<file path="src/hw/rtl/tcce_pkg.sv">
// Shared types and constants for the text console cursor engine.
// Holds the character codes, the result field widths and the write result struct.
// No dependencies.
`timescale 1ns / 1ps

package tcce_pkg;

  localparam int unsigned CHAR_W = 8;
  localparam int unsigned ATTR_W = 8;
  localparam int unsigned COL_W  = 7;
  localparam int unsigned ROW_W  = 5;
  localparam int unsigned POS_W  = 11;

  localparam logic [CHAR_W-1:0] CHAR_BACKSPACE = 8'd8;
  localparam logic [CHAR_W-1:0] CHAR_TAB       = 8'd9;
  localparam logic [CHAR_W-1:0] CHAR_NEWLINE   = 8'd10;
  localparam logic [CHAR_W-1:0] CHAR_SPACE     = 8'd32;
  localparam logic [ATTR_W-1:0] ATTR_RESET     = 8'h0f;

  // Cell write and scroll request produced for one item.
  typedef struct packed {
    logic              write_enable;
    logic [COL_W-1:0]  write_col;
    logic [ROW_W-1:0]  write_row;
    logic [CHAR_W-1:0] write_char;
    logic [ATTR_W-1:0] write_attr;
    logic              scroll_up;
  } res_t;

endpackage

</file>
<file path="src/hw/rtl/tcce_step.sv">
// Next-cursor logic for one character of the text console cursor engine.
// Decodes the character, moves the cursor and forms the cell write and scroll request.
// Depends on tcce_pkg.
`timescale 1ns / 1ps

module tcce_step #(
  parameter int unsigned COLUMNS   = 80,
  parameter int unsigned ROWS      = 25,
  parameter int unsigned TAB_WIDTH = 8,
  localparam int unsigned ColW = $clog2(COLUMNS),
  localparam int unsigned RowW = (ROWS > 2) ? $clog2(ROWS) : 1,
  localparam int unsigned TabW = $clog2(TAB_WIDTH)
) (
  input  logic [tcce_pkg::CHAR_W-1:0] char_i,
  input  logic [tcce_pkg::ATTR_W-1:0] attr_i,
  input  logic [ColW-1:0]             col_i,
  input  logic [RowW-1:0]             row_i,
  input  logic [TabW-1:0]             phase_i,
  output logic [ColW-1:0]             col_o,
  output logic [RowW-1:0]             row_o,
  output logic [TabW-1:0]             phase_o,
  output logic [tcce_pkg::POS_W-1:0]  pos_o,
  output tcce_pkg::res_t              res_o
);
  import tcce_pkg::*;

  // Wide enough for a column that has run past the row end by up to one tab.
  localparam int unsigned XW   = $clog2(COLUMNS + TAB_WIDTH);
  localparam int unsigned YW   = RowW + 1;
  localparam int unsigned PosW = $clog2(ROWS * COLUMNS);

  localparam logic [XW-1:0]   ColLim   = XW'(COLUMNS);
  localparam logic [XW-1:0]   ColLast  = XW'(COLUMNS - 1);
  localparam logic [XW-1:0]   TabStep  = XW'(TAB_WIDTH);
  localparam logic [YW-1:0]   RowLim   = YW'(ROWS);
  localparam logic [YW-1:0]   RowLast  = YW'(ROWS - 1);
  localparam logic [TabW-1:0] TabLast  = TabW'(TAB_WIDTH - 1);
  localparam logic [TabW-1:0] BsPhase  = TabW'((COLUMNS - 1) % TAB_WIDTH);
  localparam logic [PosW-1:0] PosCols  = PosW'(COLUMNS);

  logic [XW-1:0]   x;
  logic [YW-1:0]   y;
  logic [TabW-1:0] ph;
  logic [PosW-1:0] pos;

  always_comb begin
    x     = XW'(col_i);
    y     = YW'(row_i);
    ph    = phase_i;
    res_o = '0;

    unique case (char_i)
      CHAR_NEWLINE: begin
        x  = '0;
        y  = y + YW'(1);
        ph = '0;
      end
      CHAR_TAB: begin
        // The phase is the column modulo the tab width; aligned columns stay put.
        if (phase_i != '0) begin
          x = x + (TabStep - XW'(phase_i));
        end
        ph = '0;
      end
      CHAR_BACKSPACE: begin
        if (col_i == '0) begin
          x  = ColLast;
          ph = BsPhase;
          if (row_i != '0) begin
            y = y - YW'(1);
          end
        end else begin
          x  = x - XW'(1);
          ph = (phase_i == '0) ? TabLast : phase_i - TabW'(1);
        end
        res_o.write_enable = 1'b1;
        res_o.write_col    = COL_W'(x);
        res_o.write_row    = ROW_W'(y);
        res_o.write_char   = CHAR_SPACE;
        res_o.write_attr   = attr_i;
      end
      default: begin
        res_o.write_enable = 1'b1;
        res_o.write_col    = COL_W'(col_i);
        res_o.write_row    = ROW_W'(row_i);
        res_o.write_char   = char_i;
        res_o.write_attr   = attr_i;
        x  = x + XW'(1);
        ph = (phase_i == TabLast) ? '0 : phase_i + TabW'(1);
      end
    endcase

    if (x >= ColLim) begin
      x  = '0;
      y  = y + YW'(1);
      ph = '0;
    end
    if (y >= RowLim) begin
      res_o.scroll_up = 1'b1;
      x  = '0;
      y  = RowLast;
      ph = '0;
    end
  end

  assign col_o   = ColW'(x);
  assign row_o   = RowW'(y);
  assign phase_o = ph;
  assign pos     = PosW'(y) * PosCols + PosW'(x);
  assign pos_o   = POS_W'(pos);

endmodule

</file>
<file path="src/hw/rtl/text_console_cursor_engine_core.sv">
// Text console cursor engine: one character in, one cursor and cell write result out.
// An accepted item is registered in the input register, then its result is registered in the
// result register and offered from there. Throughput is one item per cycle while the output
// does not stall, set by the cursor update, whose loop through tcce_step is combinational.
// Reset clears the cursor to column 0 of row 0, empties both stages and sets the attribute
// to 0x0f. Depends on tcce_pkg and tcce_step.
`timescale 1ns / 1ps

module text_console_cursor_engine_core #(
  parameter int unsigned COLUMNS   = 80,
  parameter int unsigned ROWS      = 25,
  parameter int unsigned TAB_WIDTH = 8
) (
  input  logic                        clk_i,
  input  logic                        rst_ni,
  // Configuration write channel.
  input  logic                        cfg_valid_i,
  output logic                        cfg_ready_o,
  input  logic [tcce_pkg::ATTR_W-1:0] cfg_data_i,
  // Character input.
  input  logic                        in_valid_i,
  output logic                        in_stall_o,
  input  logic [tcce_pkg::CHAR_W-1:0] char_code_i,
  // Result output.
  output logic                        out_valid_o,
  input  logic                        out_stall_i,
  output logic                        write_enable_o,
  output logic [tcce_pkg::COL_W-1:0]  write_col_o,
  output logic [tcce_pkg::ROW_W-1:0]  write_row_o,
  output logic [tcce_pkg::CHAR_W-1:0] write_char_o,
  output logic [tcce_pkg::ATTR_W-1:0] write_attr_o,
  output logic                        scroll_up_o,
  output logic [tcce_pkg::COL_W-1:0]  cursor_col_o,
  output logic [tcce_pkg::ROW_W-1:0]  cursor_row_o,
  output logic [tcce_pkg::POS_W-1:0]  cursor_pos_o
);
  import tcce_pkg::*;

  localparam int unsigned ColW = $clog2(COLUMNS);
  localparam int unsigned RowW = (ROWS > 2) ? $clog2(ROWS) : 1;
  localparam int unsigned TabW = $clog2(TAB_WIDTH);

  logic              in_valid_q, in_valid_d;
  logic [CHAR_W-1:0] char_q;
  logic              out_valid_q, out_valid_d;
  res_t              res_q;
  logic [POS_W-1:0]  pos_q;
  logic [ATTR_W-1:0] attr_q;
  logic [ColW-1:0]   col_q, col_d;
  logic [RowW-1:0]   row_q, row_d;
  logic [TabW-1:0]   phase_q, phase_d;
  logic [POS_W-1:0]  pos_d;
  res_t              res_d;

  logic in_accept;
  logic out_free;
  logic advance;

  assign cfg_ready_o = 1'b1;

  // The result register frees up in the same cycle that its item is taken.
  assign out_free   = !out_valid_q || !out_stall_i;
  assign advance    = in_valid_q && out_free;
  assign in_stall_o = in_valid_q && !out_free;
  assign in_accept  = in_valid_i && !in_stall_o;

  assign in_valid_d  = in_accept || (in_valid_q && !advance);
  assign out_valid_d = advance || (out_valid_q && out_stall_i);

  tcce_step #(
    .COLUMNS  (COLUMNS),
    .ROWS     (ROWS),
    .TAB_WIDTH(TAB_WIDTH)
  ) u_step (
    .char_i (char_q),
    .attr_i (attr_q),
    .col_i  (col_q),
    .row_i  (row_q),
    .phase_i(phase_q),
    .col_o  (col_d),
    .row_o  (row_d),
    .phase_o(phase_d),
    .pos_o  (pos_d),
    .res_o  (res_d)
  );

  always_ff @(posedge clk_i or negedge rst_ni) begin
    if (!rst_ni) begin
      in_valid_q  <= 1'b0;
      out_valid_q <= 1'b0;
      attr_q      <= ATTR_RESET;
      col_q       <= '0;
      row_q       <= '0;
      phase_q     <= '0;
    end else begin
      in_valid_q  <= in_valid_d;
      out_valid_q <= out_valid_d;
      if (cfg_valid_i && cfg_ready_o) begin
        attr_q <= cfg_data_i;
      end
      if (advance) begin
        col_q   <= col_d;
        row_q   <= row_d;
        phase_q <= phase_d;
      end
    end
  end

  always_ff @(posedge clk_i) begin
    if (in_accept) begin
      char_q <= char_code_i;
    end
    if (advance) begin
      res_q <= res_d;
      pos_q <= pos_d;
    end
  end

  // The cursor registers always hold the cursor after the item in the result register.
  assign out_valid_o    = out_valid_q;
  assign write_enable_o = res_q.write_enable;
  assign write_col_o    = res_q.write_col;
  assign write_row_o    = res_q.write_row;
  assign write_char_o   = res_q.write_char;
  assign write_attr_o   = res_q.write_attr;
  assign scroll_up_o    = res_q.scroll_up;
  assign cursor_col_o   = COL_W'(col_q);
  assign cursor_row_o   = ROW_W'(row_q);
  assign cursor_pos_o   = pos_q;

`ifndef SYNTHESIS
  a_advance_fills_output: assert property (@(posedge clk_i) disable iff (!rst_ni)
    advance |=> out_valid_q)
    else $error("item in the input register was not moved to the result register");

  a_scroll_homes_cursor: assert property (@(posedge clk_i) disable iff (!rst_ni)
    (out_valid_q && res_q.scroll_up) |-> (col_q == '0 && 32'(row_q) == ROWS - 1))
    else $error("scroll request without the cursor at the start of the last row");

  a_cursor_in_range: assert property (@(posedge clk_i) disable iff (!rst_ni)
    out_valid_q |-> (32'(col_q) < COLUMNS && 32'(row_q) < ROWS))
    else $error("cursor left the screen");

  a_pos_matches_cursor: assert property (@(posedge clk_i) disable iff (!rst_ni)
    out_valid_q |-> (pos_q == POS_W'(32'(row_q) * COLUMNS + 32'(col_q))))
    else $error("linear position does not match the cursor");

  a_no_write_fields_clear: assert property (@(posedge clk_i) disable iff (!rst_ni)
    (out_valid_q && !res_q.write_enable) |-> (res_q.write_char == '0 && res_q.write_col == '0))
    else $error("write fields set on an item that writes no cell");
`endif

endmodule

</file>
<file path="config.mk">
export PLATFORM = sky130hd
export DESIGN_NAME = text_console_cursor_engine_core
export DESIGN_NICKNAME = d
export VERILOG_FILES = /design/src/hw/rtl/tcce_pkg.sv /design/src/hw/rtl/tcce_step.sv /design/src/hw/rtl/text_console_cursor_engine_core.sv
export SDC_FILE = /design/constraint.sdc
export NUM_CORES = 1
export LEC_CHECK = 0
export ABC_AREA = 1
export BUFFER_PORTS_ARGS = -buffer_cell sky130_fd_sc_hd__buf_2
export CAP_MARGIN = 5
export CORE_AREA = 5 5 109 121
export DETAILED_ROUTE_END_ITERATION = 6
export DIE_AREA = 0 0 114 126
export PLACE_DENSITY = 0.58
export SETUP_SLACK_MARGIN = 0.4
export SLEW_MARGIN = 20
export SYNTH_ARGS = -nofsm -noshare
export SYNTH_HDL_FRONTEND = slang
export SYNTH_SLANG_ARGS = --single-unit
</file>
<file path="constraint.sdc">
create_clock -name clk_i -period 7.57 [get_ports clk_i]
set_input_delay 1.514 -clock clk_i [delete_from_list [all_inputs] [get_ports clk_i]]
set_output_delay 1.514 -clock clk_i [all_outputs]
set_load 0.02 [all_outputs]
</file>
==> key figures <==
Timing
  – Hold violation count in the final report: 0
  – Fmax: roughly 190 MHz
  – Worst-Margin Slew: between 0.8 and 0.9 ns
  – Max_slew headroom: 0.413
  – Final setup TNS: 0 ns
  – Clk_skew: roughly 0.0057 ns
  – Tcrit/Tclk final: 0.700
  – Setup violators final: 0
  – Fin crit period: roughly 5.3 ns
  – Final-report max-slew violation count: 0
  – Unrepaired setup endpoints after global routing: no

Pwr
  – Peak supply drop: around 0.00013 V
  – Comb pwr share: 0.433
  – Net Sw Frac: 0.424
  – Sw Pwr: slightly below 0.8 mW
  – Leakage: 2.57 nW
  – Int Pwr: approximately 1.1 mW
  – Sequential fraction of design power: 0.334
  – PD cells: roughly 360 nW/um2
  – Clk pwr share: 0.232

Clock network
  – Number of hold buffers added after cts: 0
  – CTS buffer count: 9
  – Root buffer cell: clkbuf_16
  – Worst-Skew Late Latency: about 0.34 ns
  – Post-CTS resize count: 0
  – Max clock buf depth: 2
  – CTS tree: yes
  – Worst-path clk slew: about 0.060 ns
  – # clock sinks: between 70 and 80
  – Postcts setup bufs: 0
  – H-tree levels: 3

Synthesis
  – Cell taking the most area after synthesis: edfxtp_1
  – Synth cell count leaders: nand2_1, inv_1, nor2_1, edfxtp_1, nand3_1
  – Number of enable flip-flop cells after synthesis: slightly below 50
  – Distinct cell type count after synthesis: 41
  – Most frequent cell after synthesis: nand2_1
  – Post-synth top area share: 0.328
  – Synthesized area: roughly 4500 um2
  – Top post-synthesis cells by area: edfxtp_1, dfrtp_1, nand2_1, ha_1, inv_1
  – Syn nets: 575
  – Syn avg cell area: roughly 8.5 um2
  – Primary FF master, synth: edfxtp_1
  – Seq/Total Area, Yosys: 0.469
  – Number of synthesized register bits: 74
  – Yosys synthesis warning count: 0
  – Ys async rst share: 0.338
  – Cell count after synthesis: 528

Setup path
  – Cell mode on critical path: nand2_1
  – RR Startpoint: phase_q[0]$_DFFE_PN0P_
  – CP max-delay cell: o21a_1
  – Kind of critical path: flip-flop to flip-flop
  – RR Endpoint: cursor_pos_o[10]$_DFFE_PP_
  – Crit. End Element: flip-flop
  – Startpoint class of the critical path: flip-flop
  – CP Max Fanout: 17
  – FF-to-FF path depth: 27
  – Setup crit end: cursor_pos_o[10]$_DFFE_PP_
  – Crit-path max cell delay: 0.51 ns
  – Worst Path Arrival: around 5.4 ns
  – Critical Path Source: phase_q[0]$_DFFE_PN0P_
  – Worst EP required: around 7.7 ns
  – FF-to-FF setup slack: ~2.3 ns

Global route
  – GR Overflow Total: 0
  – Via count of the first global-routing pass: approximately 3800
  – Total Routing Usage GR: 0.159
  – First-pass GRT wire length: between 15000 and 20000 um
  – Initial antenna violation count: 0
  – Largest net degree at the start of global routing: 53

Finish
  – Final nets: roughly 640
  – Share of cells above drive strength 1: 0.219
  – Final core occ: 0.442
  – P&R area growth vs syn: 16.6%
  – N_diodes: 0

Min path
  – Hold Path Class: flip-flop to flip-flop

Floorplanning
  – Core box area: 11800 um2
  – Initial core utilization: 0.379
  – Top-Level Pins: 77
  – FP Rows: 42
  – Chip Width: 114 um
  – Die area: 14400 um2
  – Die height: about 130 um

Job
  – Max cap viols: 0

Status
  – Status: completed

Drt
  – Iter 0 DRT Violations: about 180
  – Routed Antenna Nets: 0
  – First-pass DRT Iterations: 4
  – # DRC: 0
  – Routed len/inst: roughly 15 um
  – Via density per instance: around 5
  – Vias: about 3700
  – Final WL: 11000 um

Place
  – Port bufs: 75
  – Hpwl dp: between 8000 and 9000 um
  – Gpl congestion: a little over 0.9
-- critical path: cells and delay by family (launching register included) --
kind | cells | cell delay [ns]
AOI/OAI and AO/OA | 1 | 0.51
buffers and inverters | 4 | 0.26
and+or+nand+nor | 15 | 1.84
adders and majority gates | 6 | 1.84
DFF | 1 | 0.44
xor gates and xnor gates | 1 | 0.17
-- kinds of logic after synthesis --
| group | count (synthesis) | synth area share |
|---|---|---|
| buf+inv | 91 | 0.0880 |
| other cells | 2 | 0.00168 |
| xor+xnor | 12 | 0.0235 |
| flops | 74 | 0.469 |
| compound gates | 50 | 0.0654 |
| simple gates | 273 | 0.275 |
| fa+ha+maj | 26 | 0.0777 |
-- final cells by class --
class | count | area, um2
timing repair buffer | 75 | 375
inverter | 71 | 268
clock inverter | 7 | 76.3
sequential | 74 | 2100
tap | 154 | 193
clock buffer | 9 | 225
fill | 1183 | 6600
multi-input combinational | 363 | 1980
-- sequential cells by signal, indices dropped and copies added, names as in the netlist --
name / count
write_attr_o: 8
write_col_o: 7
in_valid_q: 1
cursor_pos_o: 11
write_char_o: 8
write_row_o: 5
out_valid_o: 1
char_q: 8
write_enable_o: 1
phase_q: 3
cursor_col_o: 7
cursor_row_o: 5
attr_q: 8
scroll_up_o: 1
-- power groups by stage --
stage	registers [mW]	logic, mW	clock network [mW]
finish	0.625	0.810	0.435
global route	0.636	0.924	0.462
CTS	0.626	0.815	0.446
detailed placement	0.633	0.809	0
global placement	0.631	0.802	0
floorplan	0.684	0.543	0
-- cells in the final DEF, fill, tap and decap left out, types with 9 or more instances in the layout --
master,n
edfxtp_1,49
ha_1,23
a21oi_1,9
dfrtp_1,21
inv_2,9
nand3_1,32
clkbuf_16,9
o21ai_0,24
inv_1,61
nand4_1,21
buf_2,75
nor2_1,55
nand2_1,131
-- how the worst min path moves through the flow --
| stage | endpoint | depth (start not counted) | slack, ns | startpoint |
|---|---|---|---|---|
| after floorplan | out_valid_o$_DFF_PN0_ | 2 | 0.45 | in_valid_q$_DFF_PN0_ |
| after global placement | write_char_o[2]$_DFFE_PP_ | 0 | 0.44 | char_q[2]$_DFFE_PP_ |
| final | write_char_o[4]$_DFFE_PP_ | 0 | 0.47 | char_q[4]$_DFFE_PP_ |
| after CTS | out_valid_o$_DFF_PN0_ | 2 | 0.47 | in_valid_q$_DFF_PN0_ |
| after detailed placement | out_valid_o$_DFF_PN0_ | 2 | 0.46 | in_valid_q$_DFF_PN0_ |
| after global routing | write_char_o[2]$_DFFE_PP_ | 0 | 0.49 | char_q[2]$_DFFE_PP_ |
-- through the flow --
| stage | hold slack [ns] | area (um2) | power (mW) | std cells | setup slack, ns |
|---|---|---|---|---|---|
| 2_1_floorplan | 0.448 | 4480 | 1.23 | 528 | 2.94 |
| 3_3_place_gp | 0.437 | 4920 | 1.43 | 737 | 2.47 |
| 3_5_place_dp | 0.459 | 4920 | 1.44 | 737 | 2.31 |
| 4_1_cts | 0.473 | 5220 | 1.89 | 753 | 2.27 |
| 5_1_grt | 0.487 | 5220 | 2.02 | 753 | 1.84 |
| 6_report | 0.473 | 5220 | 1.87 | 753 | 2.27 |
-- metal layers --
metal,up-vias,share of wire,track usage
met5,-,0,0
met4,0,0.024,0.0769
met3,24,0.048,0.0384
met2,79,0.50,0.272
met1,1758,0.43,0.184
li1,1866,-,-
Note: power is estimated with default switching activity, not from simulation.
